<file path="config.mk">
export PLATFORM = sky130hd
export DESIGN_NAME = sprite_blit_clip_colorkey
export DESIGN_NICKNAME = d
export VERILOG_FILES = /design/src/rtl/sbc_pkg.sv /design/src/rtl/sbc_regs.sv /design/src/rtl/sbc_walk.sv /design/src/rtl/sbc_map.sv /design/src/rtl/sprite_blit_clip_colorkey.sv
export SDC_FILE = /design/constraint.sdc
export NUM_CORES = 1
export LEC_CHECK = 0
export BUFFER_PORTS_ARGS = -buffer_cell sky130_fd_sc_hd__buf_2
export CAP_MARGIN = 20
export CORE_ASPECT_RATIO = 0.6
export CORE_MARGIN = 1
export CORE_UTILIZATION = 53
export DETAILED_ROUTE_END_ITERATION = 16
export GPL_ROUTABILITY_DRIVEN = 1
export MAX_ROUTING_LAYER = met4
export PLACE_DENSITY = 0.7
export SLEW_MARGIN = 20
export SYNTH_ARGS = -nofsm -noshare
export SYNTH_HDL_FRONTEND = slang
export SYNTH_HIERARCHICAL = 1
export SYNTH_SLANG_ARGS = --single-unit
</file>
<file path="constraint.sdc">
create_clock -name clk_i -period 14.1 [get_ports clk_i]
set_input_delay 2.82 -clock clk_i [delete_from_list [all_inputs] [get_ports clk_i]]
set_output_delay 2.82 -clock clk_i [all_outputs]
set_load 0.005 [all_outputs]
</file>
<file path="src/rtl/sbc_pkg.sv">
package sbc_pkg;

  localparam int ScrW     = 12;
  localparam int ImgW     = 11;
  localparam int PosW     = 14;
  localparam int AddrW    = 22;
  localparam int PixW     = 16;
  localparam int RegAddrW = 5;
  localparam int DataW    = 32;

  localparam logic [ScrW-1:0] ScreenWidthRst  = 12'd1024;
  localparam logic [ScrW-1:0] ScreenHeightRst = 12'd768;
  localparam logic [ImgW-1:0] ImageWidthRst   = 11'd1;
  localparam logic [ImgW-1:0] ImageHeightRst  = 11'd1;
  localparam logic [PixW-1:0] KeyColorRst     = 16'hF81F;

  typedef enum logic [2:0] {
    REG_SCREEN_WIDTH  = 3'd0,
    REG_SCREEN_HEIGHT = 3'd1,
    REG_IMAGE_WIDTH   = 3'd2,
    REG_IMAGE_HEIGHT  = 3'd3,
    REG_ORIGIN_X      = 3'd4,
    REG_ORIGIN_Y      = 3'd5,
    REG_ALIGN_MODE    = 3'd6,
    REG_KEY_COLOR     = 3'd7
  } reg_idx_e;

  typedef enum logic [1:0] {
    ALIGN_LEFT = 2'd0,
    ALIGN_MID  = 2'd1,
    ALIGN_END  = 2'd2
  } align_e;

  typedef struct packed {
    logic            start_image;
    logic [PixW-1:0] pixel_value;
  } in_item_t;

  typedef struct packed {
    logic             write_enable;
    logic [AddrW-1:0] pixel_address;
    logic [PixW-1:0]  write_value;
    logic             image_done;
  } out_item_t;

  // Effective settings: sizes already saturated and forced nonzero where required.
  typedef struct packed {
    logic [ScrW-1:0] screen_width;
    logic [ScrW-1:0] screen_height;
    logic [ImgW-1:0] image_width;
    logic [ImgW-1:0] image_height;
    logic [ScrW-1:0] origin_x;
    logic [ScrW-1:0] origin_y;
    logic [1:0]      align_mode;
    logic [PixW-1:0] key_color;
  } cfg_t;

endpackage

</file>
<file path="src/rtl/sbc_regs.sv">
module sbc_regs #(
  parameter int MAX_SCREEN = 2048,
  parameter int MAX_IMAGE  = 1024
) (
  input  logic                             clk_i,
  input  logic                             rst_ni,
  input  logic                             psel,
  input  logic                             penable,
  input  logic                             pwrite,
  input  logic [sbc_pkg::RegAddrW-1:0]     paddr,
  input  logic [sbc_pkg::DataW-1:0]        pwdata,
  output logic [sbc_pkg::DataW-1:0]        prdata,
  output logic                             pready,
  output sbc_pkg::cfg_t                    cfg_o
);

  localparam int ScrMaxInt = (MAX_SCREEN > 4095) ? 4095 : MAX_SCREEN;
  localparam int ImgMaxInt = (MAX_IMAGE > 2047) ? 2047 : MAX_IMAGE;
  localparam logic [sbc_pkg::ScrW-1:0] ScrMax = sbc_pkg::ScrW'(ScrMaxInt);
  localparam logic [sbc_pkg::ImgW-1:0] ImgMax = sbc_pkg::ImgW'(ImgMaxInt);

  logic [sbc_pkg::ScrW-1:0] screen_width_q, screen_height_q;
  logic [sbc_pkg::ImgW-1:0] image_width_q, image_height_q;
  logic [sbc_pkg::ScrW-1:0] origin_x_q, origin_y_q;
  logic [1:0]               align_mode_q;
  logic [sbc_pkg::PixW-1:0] key_color_q;
  logic                     wr_en;
  sbc_pkg::reg_idx_e        reg_idx;

  assign pready  = 1'b1;
  assign wr_en   = psel && penable && pwrite;
  assign reg_idx = sbc_pkg::reg_idx_e'(paddr[sbc_pkg::RegAddrW-1:2]);

  always_ff @(posedge clk_i or negedge rst_ni) begin
    if (!rst_ni) begin
      screen_width_q  <= sbc_pkg::ScreenWidthRst;
      screen_height_q <= sbc_pkg::ScreenHeightRst;
      image_width_q   <= sbc_pkg::ImageWidthRst;
      image_height_q  <= sbc_pkg::ImageHeightRst;
      origin_x_q      <= '0;
      origin_y_q      <= '0;
      align_mode_q    <= sbc_pkg::ALIGN_LEFT;
      key_color_q     <= sbc_pkg::KeyColorRst;
    end else if (wr_en) begin
      unique case (reg_idx)
        sbc_pkg::REG_SCREEN_WIDTH:  screen_width_q  <= pwdata[sbc_pkg::ScrW-1:0];
        sbc_pkg::REG_SCREEN_HEIGHT: screen_height_q <= pwdata[sbc_pkg::ScrW-1:0];
        sbc_pkg::REG_IMAGE_WIDTH:   image_width_q   <= pwdata[sbc_pkg::ImgW-1:0];
        sbc_pkg::REG_IMAGE_HEIGHT:  image_height_q  <= pwdata[sbc_pkg::ImgW-1:0];
        sbc_pkg::REG_ORIGIN_X:      origin_x_q      <= pwdata[sbc_pkg::ScrW-1:0];
        sbc_pkg::REG_ORIGIN_Y:      origin_y_q      <= pwdata[sbc_pkg::ScrW-1:0];
        sbc_pkg::REG_ALIGN_MODE:    align_mode_q    <= pwdata[1:0];
        sbc_pkg::REG_KEY_COLOR:     key_color_q     <= pwdata[sbc_pkg::PixW-1:0];
        default: ;
      endcase
    end
  end

  always_comb begin
    prdata = '0;
    unique case (reg_idx)
      sbc_pkg::REG_SCREEN_WIDTH:  prdata = sbc_pkg::DataW'(screen_width_q);
      sbc_pkg::REG_SCREEN_HEIGHT: prdata = sbc_pkg::DataW'(screen_height_q);
      sbc_pkg::REG_IMAGE_WIDTH:   prdata = sbc_pkg::DataW'(image_width_q);
      sbc_pkg::REG_IMAGE_HEIGHT:  prdata = sbc_pkg::DataW'(image_height_q);
      sbc_pkg::REG_ORIGIN_X:      prdata = sbc_pkg::DataW'(origin_x_q);
      sbc_pkg::REG_ORIGIN_Y:      prdata = sbc_pkg::DataW'(origin_y_q);
      sbc_pkg::REG_ALIGN_MODE:    prdata = sbc_pkg::DataW'(align_mode_q);
      sbc_pkg::REG_KEY_COLOR:     prdata = sbc_pkg::DataW'(key_color_q);
      default:                    prdata = '0;
    endcase
  end

  always_comb begin
    cfg_o.screen_width  = (screen_width_q > ScrMax) ? ScrMax : screen_width_q;
    cfg_o.screen_height = (screen_height_q > ScrMax) ? ScrMax : screen_height_q;
    if (image_width_q == '0) begin
      cfg_o.image_width = sbc_pkg::ImgW'(1);
    end else begin
      cfg_o.image_width = (image_width_q > ImgMax) ? ImgMax : image_width_q;
    end
    if (image_height_q == '0) begin
      cfg_o.image_height = sbc_pkg::ImgW'(1);
    end else begin
      cfg_o.image_height = (image_height_q > ImgMax) ? ImgMax : image_height_q;
    end
    cfg_o.origin_x   = origin_x_q;
    cfg_o.origin_y   = origin_y_q;
    cfg_o.align_mode = align_mode_q;
    cfg_o.key_color  = key_color_q;
  end

endmodule

</file>
<file path="src/rtl/sbc_walk.sv">
module sbc_walk #(
  parameter int MAX_IMAGE = 1024
) (
  input  logic                            clk_i,
  input  logic                            rst_ni,
  input  logic                            in_valid_i,
  output logic                            in_ready_o,
  input  sbc_pkg::in_item_t               in_item_i,
  input  sbc_pkg::cfg_t                   cfg_i,
  output logic                            pos_valid_o,
  input  logic                            pos_take_i,
  output logic [$clog2(MAX_IMAGE)-1:0]    pos_col_o,
  output logic [$clog2(MAX_IMAGE)-1:0]    pos_row_o,
  output logic [sbc_pkg::PixW-1:0]        pos_pixel_o
);

  localparam int CntW = $clog2(MAX_IMAGE);
  localparam int CmpW = (CntW + 1 > sbc_pkg::ImgW) ? CntW + 1 : sbc_pkg::ImgW;

  logic [CntW-1:0]          col_cnt_q, col_cnt_d, row_cnt_q, row_cnt_d;
  logic [CntW-1:0]          cur_col, cur_row;
  logic [CntW:0]            col_inc, row_inc;
  logic                     pos_valid_q;
  logic [CntW-1:0]          col_q, row_q;
  logic [sbc_pkg::PixW-1:0] pixel_q;
  logic                     accept;

  assign in_ready_o = !pos_valid_q || pos_take_i;
  assign accept     = in_valid_i && in_ready_o;

  assign cur_col = in_item_i.start_image ? '0 : col_cnt_q;
  assign cur_row = in_item_i.start_image ? '0 : row_cnt_q;
  assign col_inc = {1'b0, cur_col} + (CntW + 1)'(1);
  assign row_inc = {1'b0, cur_row} + (CntW + 1)'(1);

  always_comb begin
    col_cnt_d = col_inc[CntW-1:0];
    row_cnt_d = cur_row;
    if (CmpW'(col_inc) >= CmpW'(cfg_i.image_width)) begin
      col_cnt_d = '0;
      row_cnt_d = row_inc[CntW-1:0];
      if (CmpW'(row_inc) >= CmpW'(cfg_i.image_height)) begin
        row_cnt_d = '0;
      end
    end
  end

  always_ff @(posedge clk_i or negedge rst_ni) begin
    if (!rst_ni) begin
      col_cnt_q   <= '0;
      row_cnt_q   <= '0;
      pos_valid_q <= 1'b0;
    end else begin
      if (accept) begin
        col_cnt_q <= col_cnt_d;
        row_cnt_q <= row_cnt_d;
      end
      if (in_ready_o) begin
        pos_valid_q <= in_valid_i;
      end
    end
  end

  always_ff @(posedge clk_i) begin
    if (accept) begin
      col_q   <= cur_col;
      row_q   <= cur_row;
      pixel_q <= in_item_i.pixel_value;
    end
  end

  assign pos_valid_o = pos_valid_q;
  assign pos_col_o   = col_q;
  assign pos_row_o   = row_q;
  assign pos_pixel_o = pixel_q;

endmodule

</file>
<file path="src/rtl/sbc_map.sv">
module sbc_map #(
  parameter int MAX_IMAGE = 1024
) (
  input  logic                            clk_i,
  input  logic                            rst_ni,
  input  sbc_pkg::cfg_t                   cfg_i,
  input  logic                            pos_valid_i,
  output logic                            pos_take_o,
  input  logic [$clog2(MAX_IMAGE)-1:0]    pos_col_i,
  input  logic [$clog2(MAX_IMAGE)-1:0]    pos_row_i,
  input  logic [sbc_pkg::PixW-1:0]        pos_pixel_i,
  output logic                            out_valid_o,
  input  logic                            out_ready_i,
  output sbc_pkg::out_item_t              out_item_o
);

  localparam int CntW = $clog2(MAX_IMAGE);
  localparam int PosW = sbc_pkg::PosW;
  localparam int ScrW = sbc_pkg::ScrW;
  localparam int CmpW = (CntW > sbc_pkg::ImgW) ? CntW : sbc_pkg::ImgW;

  logic [PosW-1:0]          align_off, ax, ox_ext, oy_ext, col_s, row_s, col_ext, row_ext;
  logic [PosW-1:0]          width_ext, height_ext;
  logic                     on_screen, wr_en, done;
  logic [2*ScrW-1:0]        prod, addr_sum;
  logic                     out_valid_q;
  sbc_pkg::out_item_t       out_item_q, out_item_d;

  assign pos_take_o = !out_valid_q || out_ready_i;

  assign ox_ext     = {{(PosW - ScrW){cfg_i.origin_x[ScrW-1]}}, cfg_i.origin_x};
  assign oy_ext     = {{(PosW - ScrW){cfg_i.origin_y[ScrW-1]}}, cfg_i.origin_y};
  assign width_ext  = PosW'(cfg_i.image_width);
  assign height_ext = PosW'(cfg_i.image_height);
  assign col_ext    = {{(PosW - CntW){1'b0}}, pos_col_i};
  assign row_ext    = {{(PosW - CntW){1'b0}}, pos_row_i};

  always_comb begin
    case (cfg_i.align_mode)
      sbc_pkg::ALIGN_MID: align_off = PosW'(cfg_i.image_width >> 1);
      sbc_pkg::ALIGN_END: align_off = width_ext;
      default:            align_off = '0;
    endcase
  end

  assign ax    = ox_ext - align_off;
  assign col_s = ax + col_ext;
  assign row_s = oy_ext + height_ext - PosW'(1) - row_ext;

  assign on_screen = !col_s[PosW-1] && (col_s < PosW'(cfg_i.screen_width)) &&
                     !row_s[PosW-1] && (row_s < PosW'(cfg_i.screen_height));
  assign wr_en     = on_screen && (pos_pixel_i != cfg_i.key_color);

  assign prod     = row_s[ScrW-1:0] * cfg_i.screen_width;
  assign addr_sum = prod + (2 * ScrW)'(col_s[ScrW-1:0]);

  assign done = (CmpW'(pos_col_i) == CmpW'(cfg_i.image_width - sbc_pkg::ImgW'(1))) &&
                (CmpW'(pos_row_i) == CmpW'(cfg_i.image_height - sbc_pkg::ImgW'(1)));

  always_comb begin
    out_item_d.write_enable  = wr_en;
    out_item_d.pixel_address = wr_en ? addr_sum[sbc_pkg::AddrW-1:0] : '0;
    out_item_d.write_value   = wr_en ? pos_pixel_i : '0;
    out_item_d.image_done    = done;
  end

  always_ff @(posedge clk_i or negedge rst_ni) begin
    if (!rst_ni) begin
      out_valid_q <= 1'b0;
    end else if (pos_take_o) begin
      out_valid_q <= pos_valid_i;
    end
  end

  always_ff @(posedge clk_i) begin
    if (pos_take_o && pos_valid_i) begin
      out_item_q <= out_item_d;
    end
  end

  assign out_valid_o = out_valid_q;
  assign out_item_o  = out_item_q;

endmodule

</file>
<file path="src/rtl/sprite_blit_clip_colorkey.sv">
// Channel   Direction  Handshake                Payload
// in        input      in_valid_i / in_ready_o   in_item_i  (start_image, pixel_value)
// out       output     out_valid_o / out_ready_i out_item_o (write_enable, pixel_address,
//                                                            write_value, image_done)
// cfg       input      psel/penable/pwrite/pready paddr, pwdata, prdata
//
// One item per clock unless the output stalls; the result register offers each result.
// The rate is set by the input register and the result register, which hold one item each.
// Reset clears the pixel counters and both valid flags and loads the register defaults.
// A stalled output holds its item while the input register can still take one item.
module sprite_blit_clip_colorkey #(
  parameter int MAX_SCREEN = 2048,
  parameter int MAX_IMAGE  = 1024
) (
  input  logic                          clk_i,
  input  logic                          rst_ni,
  input  logic                          in_valid_i,
  output logic                          in_ready_o,
  input  sbc_pkg::in_item_t             in_item_i,
  output logic                          out_valid_o,
  input  logic                          out_ready_i,
  output sbc_pkg::out_item_t            out_item_o,
  input  logic                          psel,
  input  logic                          penable,
  input  logic                          pwrite,
  input  logic [sbc_pkg::RegAddrW-1:0]  paddr,
  input  logic [sbc_pkg::DataW-1:0]     pwdata,
  output logic [sbc_pkg::DataW-1:0]     prdata,
  output logic                          pready
);

  localparam int CntW = $clog2(MAX_IMAGE);

  sbc_pkg::cfg_t            cfg;
  logic                     pos_valid, pos_take;
  logic [CntW-1:0]          pos_col, pos_row;
  logic [sbc_pkg::PixW-1:0] pos_pixel;

  sbc_regs #(
    .MAX_SCREEN(MAX_SCREEN),
    .MAX_IMAGE (MAX_IMAGE)
  ) u_regs (
    .clk_i  (clk_i),
    .rst_ni (rst_ni),
    .psel   (psel),
    .penable(penable),
    .pwrite (pwrite),
    .paddr  (paddr),
    .pwdata (pwdata),
    .prdata (prdata),
    .pready (pready),
    .cfg_o  (cfg)
  );

  sbc_walk #(
    .MAX_IMAGE(MAX_IMAGE)
  ) u_walk (
    .clk_i      (clk_i),
    .rst_ni     (rst_ni),
    .in_valid_i (in_valid_i),
    .in_ready_o (in_ready_o),
    .in_item_i  (in_item_i),
    .cfg_i      (cfg),
    .pos_valid_o(pos_valid),
    .pos_take_i (pos_take),
    .pos_col_o  (pos_col),
    .pos_row_o  (pos_row),
    .pos_pixel_o(pos_pixel)
  );

  sbc_map #(
    .MAX_IMAGE(MAX_IMAGE)
  ) u_map (
    .clk_i      (clk_i),
    .rst_ni     (rst_ni),
    .cfg_i      (cfg),
    .pos_valid_i(pos_valid),
    .pos_take_o (pos_take),
    .pos_col_i  (pos_col),
    .pos_row_i  (pos_row),
    .pos_pixel_i(pos_pixel),
    .out_valid_o(out_valid_o),
    .out_ready_i(out_ready_i),
    .out_item_o (out_item_o)
  );

endmodule

</file>
# [After elaboration in Yosys (flattened, before gate mapping)]
# Index checks and enable logic that the tools add are counted.
# W data, S select, Z words.
[totals] register_bits=186 output_inout_bits=75 wordCells=89
[classes] addsub=10 n_mul=1 order_cmp=8 eq_ne=12 n_mux=13 reduce_logical=26
[op_table] op="$pmux W32 S8" count=1
[op_table] op="$mux W10" count=5
[op_table] op="$mux W11" count=4
[op_table] op="$lt A14 B12 Y1" count=2
[op_table] op="$gt A12 B12 Y1 const B" count=2
[op_table] op="$mux W12" count=2
[op_table] op="$add A10 B1 Y11 const B" count=2
[op_table] op="$add A22 B12 Y22" count=1
[op_table] op="$eq A10 B11 Y1" count=2
[op_table] op="$ge A11 B11 Y1" count=2
[op_table] op="$gt A11 B11 Y1 const B" count=2
[op_table] op="$logic_not A11 Y1" count=2
[op_table] op="$mul A12 B12 Y22" count=1
[op_table] op="$pmux W11 S2" count=1
[op_table] op="$sub A11 B1 Y11 const B" count=2
[op_table] op="$ne A16 B16 Y1" count=1
[op_table] op="$reduce_and A2 Y1" count=8
[op_table] op="$add A14 B10 Y14" count=1
[op_table] op="$sub A14 B1 Y14 const B" count=1
[op_table] op="$sub A14 B10 Y14" count=1
[op_table] op="$add A12 B12 Y13" count=1
[op_table] op="$sub A12 B12 Y13" count=1
[op_table] op="$eq A3 B3 Y1 const B" count=4
[op_table] op="$logic_and A1 B1 Y1" count=9
[op_table] op="7 further kinds" count=12

# [Depth between registers and ports, before layout]
[logic_depth] ltp_word=11 ltp_mapped=39 ltp_nobuf=38

# [Hierarchy]
# The synthesis kept the hierarchy.
[by_module_without_submodules] module="sbc_map" instances=1 cells_per_inst=1124 area_per_inst_um2=9711.8 seq_area_each_um2=1226.2
[by_module_without_submodules] module="sbc_regs" instances=1 cells_per_inst=390 area_per_inst_um2=4574.4 seq_area_each_um2=2220.9
[by_module_without_submodules] module="sbc_walk" instances=1 cells_per_inst=274 area_per_inst_um2=3002.9 seq_area_each_um2=1606.5

# [Least setup slack after synthesis]
# Ideal clock, no wire load.
[synth_path] kind="reg2reg" from="reg u_regs/image_height_q[5] (netlist name)" to="reg u_map.out_item_q (netlist bit u_map/out_item_o[38]) (data pin)" setup_time_ps=148 t_arrival_ps=8489 path_slack_ps=5463 path_stages_with_launch=39 cell_sequence="dfrtp_1 > nor4_1 > a31oi_1 > nor2_1 > ha_1 > inv_1 > fa_1 > nor2b_4 > o31a_1 > o21a_1 > nor2_1 > xnor2_1 > ha_1 > or3_1 > o21a_1 > a21oi_1 > nor2b_1 > o31a_1 > [3 not listed] > inv_1 > fa_1 > inv_1 > fa_1 > fa_1 > inv_1 > fa_1 > inv_1 > ha_1 > or3_1 > a31oi_1 > o21bai_1 > nand3_1 > o21ai_0 > a31o_2 > and3_1 > or3b_1 > mux2i_1"
[synth_rtl] element="start, declared" line_no="sbc_regs.sv:23" text="logic [sbc_pkg::ImgW-1:0] image_width_q, image_height_q;"
[synth_rtl] element="start signal, assigned" line_no="sbc_regs.sv:39" text="image_height_q <= sbc_pkg::ImageHeightRst;"
[synth_rtl] element="start signal, assigned" line_no="sbc_regs.sv:49" text="sbc_pkg::REG_IMAGE_HEIGHT: image_height_q <= pwdata[sbc_pkg::ImgW-1:0];"
[synth_rtl] element="end signal, assigned" line_no="sbc_map.sv:77" text="out_item_q <= out_item_d;"
[synth_rtl] element="end, declared" line_no="sbc_map.sv:27" text="sbc_pkg::out_item_t out_item_q, out_item_d;"

==> qor.csv <==
metric,value,unit
outcome,finished clean,
Post-synth EDFFs,76,
DR vias/cell,5.693,
hold_buf cts,0,
First DRT Iteration DRCs,1043,
DPL Wire Length,36.27,mm
Tot GR Track Use,29.74,%
share of layout cells above drive strength 1,15.38,%
DRT antenna net count,0,
starting density of the core,54.62,%
nets,2187,
via count,13036,
post-layout min period,10.42,ns
P&R area growth vs syn,8.040,%
drt drc,0,
crit share post-route,73.90,%
CTS root buf,clkbuf_16,
register bit total from synthesis,186,
CP peak stage delay,0.75,ns
row count,50,
pin count of the biggest net entering global routing,67,
Synth Area per Inst,9.670,um^2
f_max,95.97,MHz
startpoint types,flop,
Die ar.,0.03337,mm^2
drt pass-1 iters,7,
data required time of the critical path,14.40,ns
DIE WIDTH,235.2,um
worst min path class,reg -> reg,
drt wl/cell,20.20,um
total gr overflow,0,
Worst path most repeated cell,fa_1,
Yosys cell types,93,
CP Buf/Inv Count,4,
final WL,46.26,mm
GPL Wtd Cong,0.9726,
Post-CTS Resized,0,
pre-CTS WS,3.951,ns
max cap viols,0,
setup TNS,0,ns
num ports,136,
"Seq/Total Area, Yosys",29.23,%
"CTS clk-pin slew, worst paths",0.07,ns
crit-path leading delay family,adder cells,
setup ws final,3.680,ns
global-route wire length before repair,72.83,mm
CTS Buf Count,17,
CTS sink count,186,
Worst Tran Pin Value,1.089,ns
Crit path arrival time,10.72,ns
slowest CP cell,a2111oi_0,
Clock Path Buffers,2,
Die Span Y,141.9,um
H-tree depth,4,
count of final hold-check violations,0,
PortBufs,100,
Finish-stage setup viols,0,
RSZ-0062 raised after global routing,false,
initial antenna violation count,2,
"Max FO, Critical Path",13,
synthesized area,0.01729,mm^2
synthesis warning total,6,
clock latency on the worst-skew pair,0.46,ns
vias in the first global route,12878,
Worst setup EP type,flop,
Mapped Cells,1788,
Crit Path Category,reg -> reg,
Post-synth top flop,dfrtp_1,
postcts setup bufs,0,
async set-or-reset flop fraction in the synthesized netlist,59.14,%
Rel. slew slack,27.22,%
Setup Skew,0.01499,ns
core region area,0.03166,mm^2
CTS tree,built,
Final Max Slew Viols,0,
## kinds of logic (layout without fill, tap and decap cells)
family / count (synthesis) / count (layout) / share of synthesized area, %
flops: 186 / 186 / 29.23
mux: 108 / 108 / 6.926
buf+inv: 354 / 423 / 8.380
other cells: 2 / 19 / 0.04344
xor+xnor: 101 / 101 / 5.196
fa+ha+maj: 267 / 267 / 24.62
simple gates: 530 / 530 / 16.23
compound gates: 240 / 240 / 9.379
## registers in the layout, summed over array words and instances (netlist names)
signal                  flops
u_map/out_item_o           40
u_map/out_valid_o           1
u_regs/align_mode_q         2
u_regs/image_height_q      11
u_regs/image_width_q       11
u_regs/key_color_q         16
u_regs/origin_x_q          12
u_regs/origin_y_q          12
u_regs/screen_height_q     12
u_regs/screen_width_q      12
u_walk/col_cnt_q           10
u_walk/pos_col_o           10
u_walk/pos_pixel_o         16
u_walk/pos_row_o           10
u_walk/pos_valid_o          1
u_walk/row_cnt_q           10
## metal layers
metal | global-route usage (%) | wire length [um] | vias to the layer above
met4 | 5.679 | 404 | 0
met1 | 42.39 | 22220 | 6476
li1 | - | - | 6030
met2 | 41.29 | 18850 | 498
met5 | - | 0 | -
met3 | 9.475 | 4784 | 32
## layout by cell type, fill, tap and decap left out, types with 8 or more instances in the layout
master / count
inv_1: 274
ha_1: 145
nand2_1: 140
fa_1: 122
and2_1: 110
buf_2: 99
dfrtp_1: 95
mux2_2: 87
edfxtp_1: 76
nor2_1: 75
nor2b_1: 58
o21ai_0: 57
a21oi_1: 56
xnor2_1: 50
xor2_1: 50
nand3_1: 28
a21o_1: 20
mux2i_1: 18
clkbuf_16: 17
nand2b_1: 17
conb_1: 17
buf_4: 16
nor4_1: 16
nor3_1: 15
dfstp_2: 15
nand4_1: 13
a22oi_1: 12
and3_1: 12
a41oi_1: 8
a22o_1: 8
## Yosys cell counts, types with 8 or more instances
cell	n	area [um^2]
fa_1	122	2442
inv_1	275	1032
mux2_2	87	979.7
nor4_1	16	100.1
a22o_1	8	70.07
o21ai_0	57	285.3
nand2_1	140	525.5
dfrtp_1	95	2377
edfxtp_1	76	2282
nor2_1	76	285.3
nand3_1	28	140.1
clkbuf_1	40	150.1
xor2_1	50	437.9
and2_1	111	694.4
buf_4	25	187.7
a41oi_1	8	70.07
a21o_1	20	150.1
a22oi_1	12	90.09
mux2i_1	18	180.2
dfstp_2	15	394.1
a21oi_1	56	280.3
xnor2_1	50	437.9
nor2b_1	59	369.1
ha_1	145	1814
nand4_1	13	81.33
nor3_1	15	75.07
buf_2	8	40.04
and3_1	12	75.07
nand2b_1	17	106.4
## final timing paths
path / depth (start not counted) / start / endpoint / slack [ns]
max in group asynchronous: 2 / rst_ni / u_regs/origin_x_q[2] / 10.40
hold reg to reg: 1 / u_walk/pos_valid_o / u_map/out_valid_o / 0.48
setup / recovery: 34 / u_regs/image_height_q[5] / u_map/out_item_o[38] / 3.68
min in group asynchronous: 1 / rst_ni / u_walk/row_cnt_q[9] / 2.37
setup reg to reg: 34 / u_regs/image_height_q[5] / u_map/out_item_o[38] / 3.68
hold / removal: 1 / u_walk/pos_valid_o / u_map/out_valid_o / 0.48
## through the flow
stage / instances / util [%] / instance area (um^2) / hold WS (ns)
floorplan: 1803 / - / 17350 / 0.4305
global placement: 2256 / 57.14 / 18090 / 0.4438
detailed placement: 2256 / 57.14 / 18090 / 0.4728
CTS: 2288 / 58.98 / 18670 / 0.4856
global route: 2290 / 59.01 / 18680 / 0.5256
finish: 2290 / 59.01 / 18680 / 0.4849
## layout make-up
type | instances | area [um^2]
multi-input cells | 1263 | 10870
flip-flops and latches | 186 | 5054
repair buffers | 115 | 615.6
well taps | 416 | 520.5
inverters | 276 | 1036
clock inverters | 14 | 142.6
clock buffers | 18 | 439.2
diodes | 2 | 5.005
fillers | 2780 | 12980
Power is not shown: default switching activity piles up to over one toggle a cycle in this logic, so the estimate is an artifact.
